<file path="src/rtl/core/telnet_rx_option_negotiator_core_macros.svh">
// ----------------------------------------------------------------------------
// Telnet RX option negotiator - assertion macros
// Shared concurrent assertion shorthands, clocked on i_clk, off during reset.
// ----------------------------------------------------------------------------
`ifndef TELNET_RX_OPTION_NEGOTIATOR_CORE_MACROS_SVH
`define TELNET_RX_OPTION_NEGOTIATOR_CORE_MACROS_SVH

// check a condition at every clock edge
`define TNRX_ASSERT(label, cond, msg) \
    label: assert property (@(posedge i_clk) disable iff (!i_rst_n) (cond)) \
        else $error(msg);

// check that a condition implies another in the same cycle
`define TNRX_ASSERT_IMP(label, ante, cons, msg) \
    label: assert property (@(posedge i_clk) disable iff (!i_rst_n) (ante) |-> (cons)) \
        else $error(msg);

`endif

</file>
<file path="src/rtl/core/tnrx_pkg.sv">
// ----------------------------------------------------------------------------
// Telnet RX option negotiator - package
// Byte codes, parser states, job descriptor and word generation helpers.
// ----------------------------------------------------------------------------
package tnrx_pkg;

    localparam logic [7:0] B_IAC  = 8'hFF;
    localparam logic [7:0] B_DONT = 8'hFE;
    localparam logic [7:0] B_DO   = 8'hFD;
    localparam logic [7:0] B_WONT = 8'hFC;
    localparam logic [7:0] B_WILL = 8'hFB;
    localparam logic [7:0] B_SB   = 8'hFA;
    localparam logic [7:0] B_SE   = 8'hF0;
    localparam logic [7:0] O_NAWS = 8'h1F;
    localparam logic [7:0] O_ECHO = 8'h01;
    localparam logic [7:0] O_SGA  = 8'h03;

    localparam int          CFG_AW       = 1;
    localparam logic [0:0]  CFG_IDX_COLS = 1'b0;
    localparam logic [0:0]  CFG_IDX_ROWS = 1'b1;
    localparam logic [15:0] COLS_RESET   = 16'd80;
    localparam logic [15:0] ROWS_RESET   = 16'd24;

    localparam int FIFO_DEPTH = 4;
    localparam int FIFO_AW    = $clog2(FIFO_DEPTH);
    localparam int FIFO_CW    = FIFO_AW + 1;

    typedef enum logic [1:0] {
        KIND_BYTE   = 2'd0,
        KIND_RESIZE = 2'd1,
        KIND_START  = 2'd2,
        KIND_NONE   = 2'd3
    } t_kind;

    typedef enum logic [2:0] {
        PS_DATA  = 3'd0,
        PS_IAC   = 3'd1,
        PS_CMD   = 3'd2,
        PS_SBHD  = 3'd3,
        PS_SBDAT = 3'd4,
        PS_SBIAC = 3'd5
    } t_pstate;

    typedef enum logic [1:0] {
        JOB_DATA       = 2'd0,
        JOB_REPLY      = 2'd1,
        JOB_SIZE       = 2'd2,
        JOB_REPLY_SIZE = 2'd3
    } t_job_op;

    typedef struct packed {
        t_job_op    op;
        logic [7:0] b0;
        logic [7:0] b1;
    } t_job;

    function automatic logic [3:0] job_len(input t_job_op op);
        logic [3:0] len;
        unique case (op)
            JOB_DATA:       len = 4'd1;
            JOB_REPLY:      len = 4'd3;
            JOB_SIZE:       len = 4'd9;
            JOB_REPLY_SIZE: len = 4'd12;
            default:        len = 4'd1;
        endcase
        return len;
    endfunction

    function automatic logic [7:0] size_byte(input logic [3:0] idx,
                                             input logic [15:0] cols,
                                             input logic [15:0] rows);
        logic [7:0] b;
        case (idx)
            4'd0:    b = B_IAC;
            4'd1:    b = B_SB;
            4'd2:    b = O_NAWS;
            4'd3:    b = cols[15:8];
            4'd4:    b = cols[7:0];
            4'd5:    b = rows[15:8];
            4'd6:    b = rows[7:0];
            4'd7:    b = B_IAC;
            4'd8:    b = B_SE;
            default: b = 8'h00;
        endcase
        return b;
    endfunction

endpackage

</file>
<file path="src/rtl/core/telnet_rx_option_negotiator_core.sv">
// ----------------------------------------------------------------------------
// Telnet RX option negotiator - top level
// Received words enter on the slave stream; terminal data and negotiation
// replies leave on the master stream, tuser high for words bound to the wire.
// A word is accepted every cycle while the four-entry job queue has room; a
// plain data word passes the job queue and output register, which sends one
// word per cycle unless the master stream stalls. Replies are 3, 9 or 12 words
// (option reply, window size, DO NAWS answer); parsing goes on until the queue
// fills. Write size registers only while idle; the block does not enforce it.
// ----------------------------------------------------------------------------
module telnet_rx_option_negotiator_core import tnrx_pkg::*; (
    input  logic              i_clk,
    input  logic              i_rst_n,
    input  logic              i_cfg_we,
    input  logic [CFG_AW-1:0] i_cfg_addr,
    input  logic [15:0]       i_cfg_wdata,
    input  logic              i_s_tvalid,
    output logic              o_s_tready,
    input  logic [7:0]        i_s_tdata,   // [7:0] rx_byte
    input  logic [1:0]        i_s_tuser,   // [1:0] kind
    output logic              o_m_tvalid,
    input  logic              i_m_tready,
    output logic [7:0]        o_m_tdata,   // [7:0] out_byte
    output logic              o_m_tuser,   // [0] to_wire
    output logic              o_m_tlast
);

    logic [15:0] r_cols, r_rows;
    logic        push, pop, full, empty;
    t_job        job, head;

    always_ff @(posedge i_clk) begin
        if (!i_rst_n) begin
            r_cols <= COLS_RESET;
            r_rows <= ROWS_RESET;
        end else if (i_cfg_we) begin
            if (i_cfg_addr == CFG_IDX_COLS) begin
                r_cols <= i_cfg_wdata;
            end
            if (i_cfg_addr == CFG_IDX_ROWS) begin
                r_rows <= i_cfg_wdata;
            end
        end
    end

    tnrx_front u_front (
        .i_clk      (i_clk),
        .i_rst_n    (i_rst_n),
        .i_s_tvalid (i_s_tvalid),
        .o_s_tready (o_s_tready),
        .i_s_tdata  (i_s_tdata),
        .i_s_tuser  (i_s_tuser),
        .i_full     (full),
        .o_push     (push),
        .o_job      (job)
    );

    tnrx_fifo u_fifo (
        .i_clk   (i_clk),
        .i_rst_n (i_rst_n),
        .i_push  (push),
        .i_job   (job),
        .i_pop   (pop),
        .o_full  (full),
        .o_empty (empty),
        .o_head  (head)
    );

    tnrx_back u_back (
        .i_clk      (i_clk),
        .i_rst_n    (i_rst_n),
        .i_empty    (empty),
        .i_head     (head),
        .o_pop      (pop),
        .i_cols     (r_cols),
        .i_rows     (r_rows),
        .o_m_tvalid (o_m_tvalid),
        .i_m_tready (i_m_tready),
        .o_m_tdata  (o_m_tdata),
        .o_m_tuser  (o_m_tuser),
        .o_m_tlast  (o_m_tlast)
    );

endmodule

</file>
<file path="src/rtl/core/tnrx_front.sv">
// ----------------------------------------------------------------------------
// Telnet RX option negotiator - front end
// Parses received words, strips commands and turns each item into a job.
// ----------------------------------------------------------------------------
module tnrx_front import tnrx_pkg::*; (
    input  logic       i_clk,
    input  logic       i_rst_n,
    input  logic       i_s_tvalid,
    output logic       o_s_tready,
    input  logic [7:0] i_s_tdata,   // [7:0] rx_byte
    input  logic [1:0] i_s_tuser,   // [1:0] kind
    input  logic       i_full,
    output logic       o_push,
    output t_job       o_job
);

    t_pstate    r_state, n_state;
    logic [7:0] r_pending, n_pending;
    logic       r_naws, n_naws;
    logic       accept;
    logic       job_v;
    t_job       job;

    assign o_s_tready = !i_full;
    assign accept     = i_s_tvalid && !i_full;
    assign o_push     = accept && job_v;
    assign o_job      = job;

    always_ff @(posedge i_clk) begin
        if (!i_rst_n) begin
            r_state   <= PS_DATA;
            r_pending <= 8'h00;
            r_naws    <= 1'b0;
        end else if (accept) begin
            r_state   <= n_state;
            r_pending <= n_pending;
            r_naws    <= n_naws;
        end
    end

    always_comb begin
        n_state   = r_state;
        n_pending = r_pending;
        n_naws    = r_naws;
        job_v     = 1'b0;
        job       = '{op: JOB_DATA, b0: i_s_tdata, b1: i_s_tdata};
        unique case (t_kind'(i_s_tuser))
            KIND_RESIZE: begin
                job_v  = r_naws;
                job.op = JOB_SIZE;
            end
            KIND_START: begin
                n_state   = PS_DATA;
                n_pending = 8'h00;
                n_naws    = 1'b0;
                job_v     = 1'b1;
                job       = '{op: JOB_REPLY, b0: B_WILL, b1: O_NAWS};
            end
            KIND_BYTE: begin
                unique case (r_state)
                    PS_IAC: begin
                        if (i_s_tdata == B_IAC) begin
                            job_v   = 1'b1;
                            n_state = PS_DATA;
                        end else if (i_s_tdata == B_SB) begin
                            n_state = PS_SBHD;
                        end else if (i_s_tdata == B_DO || i_s_tdata == B_DONT ||
                                     i_s_tdata == B_WILL || i_s_tdata == B_WONT) begin
                            n_pending = i_s_tdata;
                            n_state   = PS_CMD;
                        end else begin
                            n_state = PS_DATA;
                        end
                    end
                    PS_CMD: begin
                        n_state = PS_DATA;
                        job.op  = JOB_REPLY;
                        case (r_pending)
                            B_DO: begin
                                job_v = 1'b1;
                                if (i_s_tdata == O_NAWS) begin
                                    job.op = JOB_REPLY_SIZE;
                                    job.b0 = B_WILL;
                                    n_naws = 1'b1;
                                end else begin
                                    job.b0 = B_WONT;
                                end
                            end
                            B_WILL: begin
                                job_v  = 1'b1;
                                job.b0 = (i_s_tdata == O_ECHO || i_s_tdata == O_SGA) ?
                                         B_DO : B_DONT;
                            end
                            B_DONT: begin
                                job_v  = 1'b1;
                                job.b0 = B_WONT;
                            end
                            B_WONT: begin
                                job_v  = 1'b1;
                                job.b0 = B_DONT;
                            end
                            default: job_v = 1'b0;
                        endcase
                    end
                    PS_SBHD:  n_state = PS_SBDAT;
                    PS_SBDAT: begin
                        if (i_s_tdata == B_IAC) begin
                            n_state = PS_SBIAC;
                        end
                    end
                    PS_SBIAC: n_state = (i_s_tdata == B_IAC) ? PS_SBDAT : PS_DATA;
                    default: begin
                        if (i_s_tdata == B_IAC) begin
                            n_state = PS_IAC;
                        end else begin
                            n_state = PS_DATA;
                            job_v   = 1'b1;
                        end
                    end
                endcase
            end
            default: job_v = 1'b0;
        endcase
    end

endmodule

</file>
<file path="src/rtl/core/tnrx_fifo.sv">
// ----------------------------------------------------------------------------
// Telnet RX option negotiator - job queue
// Short register queue between the front end and the word generator.
// ----------------------------------------------------------------------------
`include "telnet_rx_option_negotiator_core_macros.svh"

module tnrx_fifo import tnrx_pkg::*; (
    input  logic i_clk,
    input  logic i_rst_n,
    input  logic i_push,
    input  t_job i_job,
    input  logic i_pop,
    output logic o_full,
    output logic o_empty,
    output t_job o_head
);

    t_job               r_mem [FIFO_DEPTH];
    logic [FIFO_AW-1:0] r_wp, r_rp;
    logic [FIFO_CW-1:0] r_cnt;
    logic               do_push, do_pop;

    assign o_full  = (r_cnt == FIFO_CW'(FIFO_DEPTH));
    assign o_empty = (r_cnt == '0);
    assign o_head  = r_mem[r_rp];
    assign do_push = i_push && !o_full;
    assign do_pop  = i_pop && !o_empty;

    always_ff @(posedge i_clk) begin
        if (!i_rst_n) begin
            r_wp  <= '0;
            r_rp  <= '0;
            r_cnt <= '0;
        end else begin
            if (do_push) begin
                r_wp <= r_wp + FIFO_AW'(1);
            end
            if (do_pop) begin
                r_rp <= r_rp + FIFO_AW'(1);
            end
            if (do_push && !do_pop) begin
                r_cnt <= r_cnt + FIFO_CW'(1);
            end else if (do_pop && !do_push) begin
                r_cnt <= r_cnt - FIFO_CW'(1);
            end
        end
    end

    always_ff @(posedge i_clk) begin
        if (do_push) begin
            r_mem[r_wp] <= i_job;
        end
    end

    `TNRX_ASSERT_IMP(a_no_push_full, i_push, !o_full, "job pushed into full queue")
    `TNRX_ASSERT(a_cnt_range, r_cnt <= FIFO_CW'(FIFO_DEPTH), "queue count out of range")

endmodule

</file>
<file path="src/rtl/core/tnrx_back.sv">
// ----------------------------------------------------------------------------
// Telnet RX option negotiator - word generator
// Expands queued jobs into terminal and wire words through an output register.
// ----------------------------------------------------------------------------
`include "telnet_rx_option_negotiator_core_macros.svh"

module tnrx_back import tnrx_pkg::*; (
    input  logic        i_clk,
    input  logic        i_rst_n,
    input  logic        i_empty,
    input  t_job        i_head,
    output logic        o_pop,
    input  logic [15:0] i_cols,
    input  logic [15:0] i_rows,
    output logic        o_m_tvalid,
    input  logic        i_m_tready,
    output logic [7:0]  o_m_tdata,  // [7:0] out_byte
    output logic        o_m_tuser,  // [0] to_wire
    output logic        o_m_tlast
);

    logic [3:0] r_cnt;
    logic       r_valid;
    logic [7:0] r_data;
    logic       r_wire;
    logic       r_last;
    logic       out_free;
    logic       emit;
    logic [3:0] len;
    logic       is_last;
    logic [7:0] word;

    assign out_free = !r_valid || i_m_tready;
    assign emit     = !i_empty && out_free;
    assign len      = job_len(i_head.op);
    assign is_last  = (r_cnt == len - 4'd1);
    assign o_pop    = emit && is_last;

    always_comb begin
        case (i_head.op)
            JOB_DATA:  word = i_head.b0;
            JOB_REPLY: word = (r_cnt == 4'd0) ? B_IAC :
                              (r_cnt == 4'd1) ? i_head.b0 : i_head.b1;
            JOB_SIZE:  word = size_byte(r_cnt, i_cols, i_rows);
            default: begin
                if (r_cnt == 4'd0) begin
                    word = B_IAC;
                end else if (r_cnt == 4'd1) begin
                    word = i_head.b0;
                end else if (r_cnt == 4'd2) begin
                    word = i_head.b1;
                end else begin
                    word = size_byte(r_cnt - 4'd3, i_cols, i_rows);
                end
            end
        endcase
    end

    always_ff @(posedge i_clk) begin
        if (!i_rst_n) begin
            r_cnt   <= 4'd0;
            r_valid <= 1'b0;
        end else if (emit) begin
            r_valid <= 1'b1;
            r_cnt   <= is_last ? 4'd0 : r_cnt + 4'd1;
        end else if (i_m_tready) begin
            r_valid <= 1'b0;
        end
    end

    always_ff @(posedge i_clk) begin
        if (emit) begin
            r_data <= word;
            r_wire <= (i_head.op != JOB_DATA);
            r_last <= is_last;
        end
    end

    assign o_m_tvalid = r_valid;
    assign o_m_tdata  = r_data;
    assign o_m_tuser  = r_wire;
    assign o_m_tlast  = r_last;

    `TNRX_ASSERT_IMP(a_idle_cnt, i_empty, r_cnt == 4'd0, "word index set with no job")
    `TNRX_ASSERT_IMP(a_cnt_in_job, !i_empty, r_cnt < len, "word index past job length")
    `TNRX_ASSERT_IMP(a_term_last, r_valid && !r_wire, r_last, "terminal word not last")

endmodule

</file>
<file path="config.mk">
export PLATFORM = sky130hd
export DESIGN_NAME = telnet_rx_option_negotiator_core
export DESIGN_NICKNAME = d
export VERILOG_FILES = /design/src/rtl/core/tnrx_pkg.sv /design/src/rtl/core/telnet_rx_option_negotiator_core.sv /design/src/rtl/core/tnrx_front.sv /design/src/rtl/core/tnrx_fifo.sv /design/src/rtl/core/tnrx_back.sv
export VERILOG_INCLUDE_DIRS = /design/src /design/src/rtl/core
export SDC_FILE = /design/constraint.sdc
export NUM_CORES = 1
export LEC_CHECK = 0
export BUFFER_PORTS_ARGS = -buffer_cell sky130_fd_sc_hd__buf_2
export CAP_MARGIN = 25
export CORE_MARGIN = 5
export CORE_UTILIZATION = 65
export DETAILED_ROUTE_END_ITERATION = 16
export MAX_ROUTING_LAYER = met4
export PLACE_DENSITY = 0.84
export SLEW_MARGIN = 20
export SYNTH_ARGS = -nofsm -noshare
export SYNTH_HDL_FRONTEND = slang
export SYNTH_SLANG_ARGS = --single-unit
</file>
<file path="constraint.sdc">
create_clock -name i_clk -period 5.7 [get_ports i_clk]
set_clock_uncertainty 0.2 [all_clocks]
set_input_delay 0.57 -clock i_clk [delete_from_list [all_inputs] [get_ports i_clk]]
set_output_delay 0.57 -clock i_clk [all_outputs]
set_load 0.01 [all_outputs]
</file>
==> run metrics <==
outcome=finished, final reports clean; Req. time, crit path=5.94 ns; post-route setup TNS=0 ns; Max Slew Vio Count=0; Commonest cells post-synth=nand2_1, edfxtp_1, dfxtp_1; IO Count=44; PostCTS Resize Cnt=0; drt via density=between 6 and 7; RSZ-0062 raised after global routing=false; Placer Congestion=between 1 and 1.5; num rows=38; EDFF count, synth=82; CP Data Arrival Time=about 4 ns; pin count of the biggest net entering global routing=52; CP Class=flip-flop to flip-flop; # setup viols final=0; CTS max path bufs=2; I/O Buffers=between 40 and 50; Startpoint Class=flip-flop; Die ar.=about 13000 um^2; fillers=around 730; Ys Warns=0; vias in the first global route=between 5000 and 6000; Final Hold Violating Endpoints=0; period utilization=0.6771; PD cells=roughly 420 nW/um^2; ys flop type=edfxtp_1; Die Y-Extent=115.6 um; Die W=~120 um; CTS clk-pin slew, worst paths=0.06 ns; Cells after Synth=around 670; Cell Area, Synth=about 7200 um^2; drt wl/cell=21.85 um; FFs w/ async S/R, synth=0; Syn Area/Cell=roughly 11 um^2; Seq/Total Area, Yosys=0.5003; Synth top area share=0.3400; leading area contributor after synthesis=edfxtp_1; # hold bufs at CTS=0; Final Util=0.7411; # nets final=between 700 and 800; number of max-cap violations=0; most common cell in the netlist=nand2_1; FF+latch count, synth=between 100 and 150; Slew HR=0.3251; Starting Density=0.6652; total grt overflow=0; Final HPWL DP=roughly 12 mm; Max Clock Freq=259.1 MHz; Area Overhead vs Synth=11.40%; Vias=5674; DRC=0; total wire length=18.51 mm; fin crit period=about 3.9 ns; total CTS buffers=17; CTS sink cnt=between 100 and 150; peak supply drop=~0.31 mV; top post-synthesis cells by area=edfxtp_1, dfxtp_1, nand2_1, mux4_2, a21boi_1; initial drt markers=approximately 780; global-route wire length before repair=29.75 mm; syn_nets=slightly above 700; HP Class=primary input to flip-flop; Worst Setup End Kind=flip-flop; H-tree levels=4; Cell variety after synth=~80; CTS tree=yes; DRT Pass-1 Iters=6; Lkg Pwr=roughly 2.8 nW; post-route ant nets=0; clk_lat worst skew=between 0.5 and 0.6 ns; Ant. Diodes=0; crit path max fanout=11; Least-Margin Pin Slew=slightly above 1 ns; total track usage=0.3021; share of layout cells above drive strength 1=0.1853; Core ar.=10890 um^2; Clock Tree Root=clkbuf_8; hold path depth=3; initial antenna violation count=0; setup slack, reg-to-reg=1.84 ns; number of post-CTS setup repair buffers=0; Reg2Reg Depth=11
-- cell families (layout without fill, tap and decap cells) --
| family | after synthesis | in the layout | synth area share |
|---|---|---|---|
| XOR/XNOR | 10 | 10 | 0.01209 |
| buffers and inverters | 55 | 90 | 0.03662 |
| AO/OA/AOI/OAI | 178 | 178 | 0.1798 |
| flip-flops | 140 | 140 | 0.5003 |
| AND/OR/NAND/NOR | 248 | 248 | 0.1778 |
| multiplexers | 31 | 31 | 0.07514 |
| adder cells (fa/ha/maj) | 10 | 10 | 0.01831 |
-- sequential cells by signal, summed over array words and instances (netlist names), named ones only --
| register | count |
|---|---|
| r_cols | 16 |
| r_rows | 16 |
| u_back.o_m_tdata | 8 |
| u_back.o_m_tlast | 1 |
| u_back.o_m_tuser | 1 |
| u_back.o_m_tvalid | 1 |
| u_back.r_cnt | 4 |
| u_fifo.r_cnt | 3 |
| u_fifo.r_mem | 72 |
| u_fifo.r_rp | 2 |
| u_fifo.r_wp | 2 |
| u_front.r_naws | 1 |
| u_front.r_pending | 8 |
| u_front.r_state | 3 |
-- routing by layer --
layer / global-route usage / up-vias / wire length, um
met2: 0.4502 / 327 / 8648
li1: - / 2564 / -
met3: 0.07050 / 52 / 1920
met1: 0.4137 / 2731 / 7466
met4: 0.09781 / 0 / 471
met5: - / - / 0
-- path summary, 6_finish.rpt --
path,from,endpoint
worst min register to register,u_front.r_pending[6]$_SDFFE_PN0P_,u_front.r_pending[6]$_SDFFE_PN0P_
worst max register to register,flip-flop,u_fifo.r_cnt[2]$_SDFFE_PN0P_
worst max-delay path,flip-flop,u_fifo.r_cnt[2]$_SDFFE_PN0P_
worst min-delay path,i_cfg_wdata[4],r_cols[4]$_SDFFE_PN1P_
-- power breakdown --
group / switching (W) / internal (W)
Sequential: 0.0000880 / 0.00121
Clock: 0.000453 / 0.000719
Combinational: 0.000554 / 0.000355
-- final cells by class --
type                            count  area [um^2]  share of cell area
Clock buffer                       17        414.1             0.05133
Clock inverter                     14        207.7             0.02574
Inverter                           11        41.29            0.005117
Multi-Input combinational cell    477         3354              0.4157
Sequential cell                   140         3623              0.4491
Tap cell                          140        175.2             0.02171
Timing Repair Buffer               48        252.7             0.03132
-- critical path: stages (launching register included) --
cell and delay, ns:
dfxtp_1 0.78, buf_4 0.36, mux4_2 0.63, mux2i_1 0.25, o2bb2ai_2 0.14, nand2_2 0.11
ha_1 0.19, inv_1 0.07, fa_1 0.43, xor2_1 0.15, or3_1 0.31, a21boi_0 0.16
-- cells in the final DEF, fill, tap and decap left out, types with 18 or more instances in the layout --
| master | count |
|---|---|
| nand2_1 | 110 |
| edfxtp_1 | 82 |
| dfxtp_1 | 58 |
| buf_2 | 43 |
| a21boi_1 | 29 |
| a21oi_1 | 28 |
| nor2_1 | 26 |
| a22oi_1 | 23 |
| nand3_1 | 21 |
| mux4_2 | 18 |
-- through the flow --
step,instance area (um^2),hold slack [ns],total power (W),setup WS [ns],instances
after CTS,8061,0.06433,0.003360,1.809,846
final,8069,0.07338,0.003376,1.840,847
after floorplan,7243,0.2330,0.001941,2.490,672
after global placement,7440,0.2408,0.002154,1.961,815
after global routing,8069,0.07321,0.003514,1.496,847
after detailed placement,7440,0.2462,0.002187,1.845,815
Power figures use the tool's default switching activity.
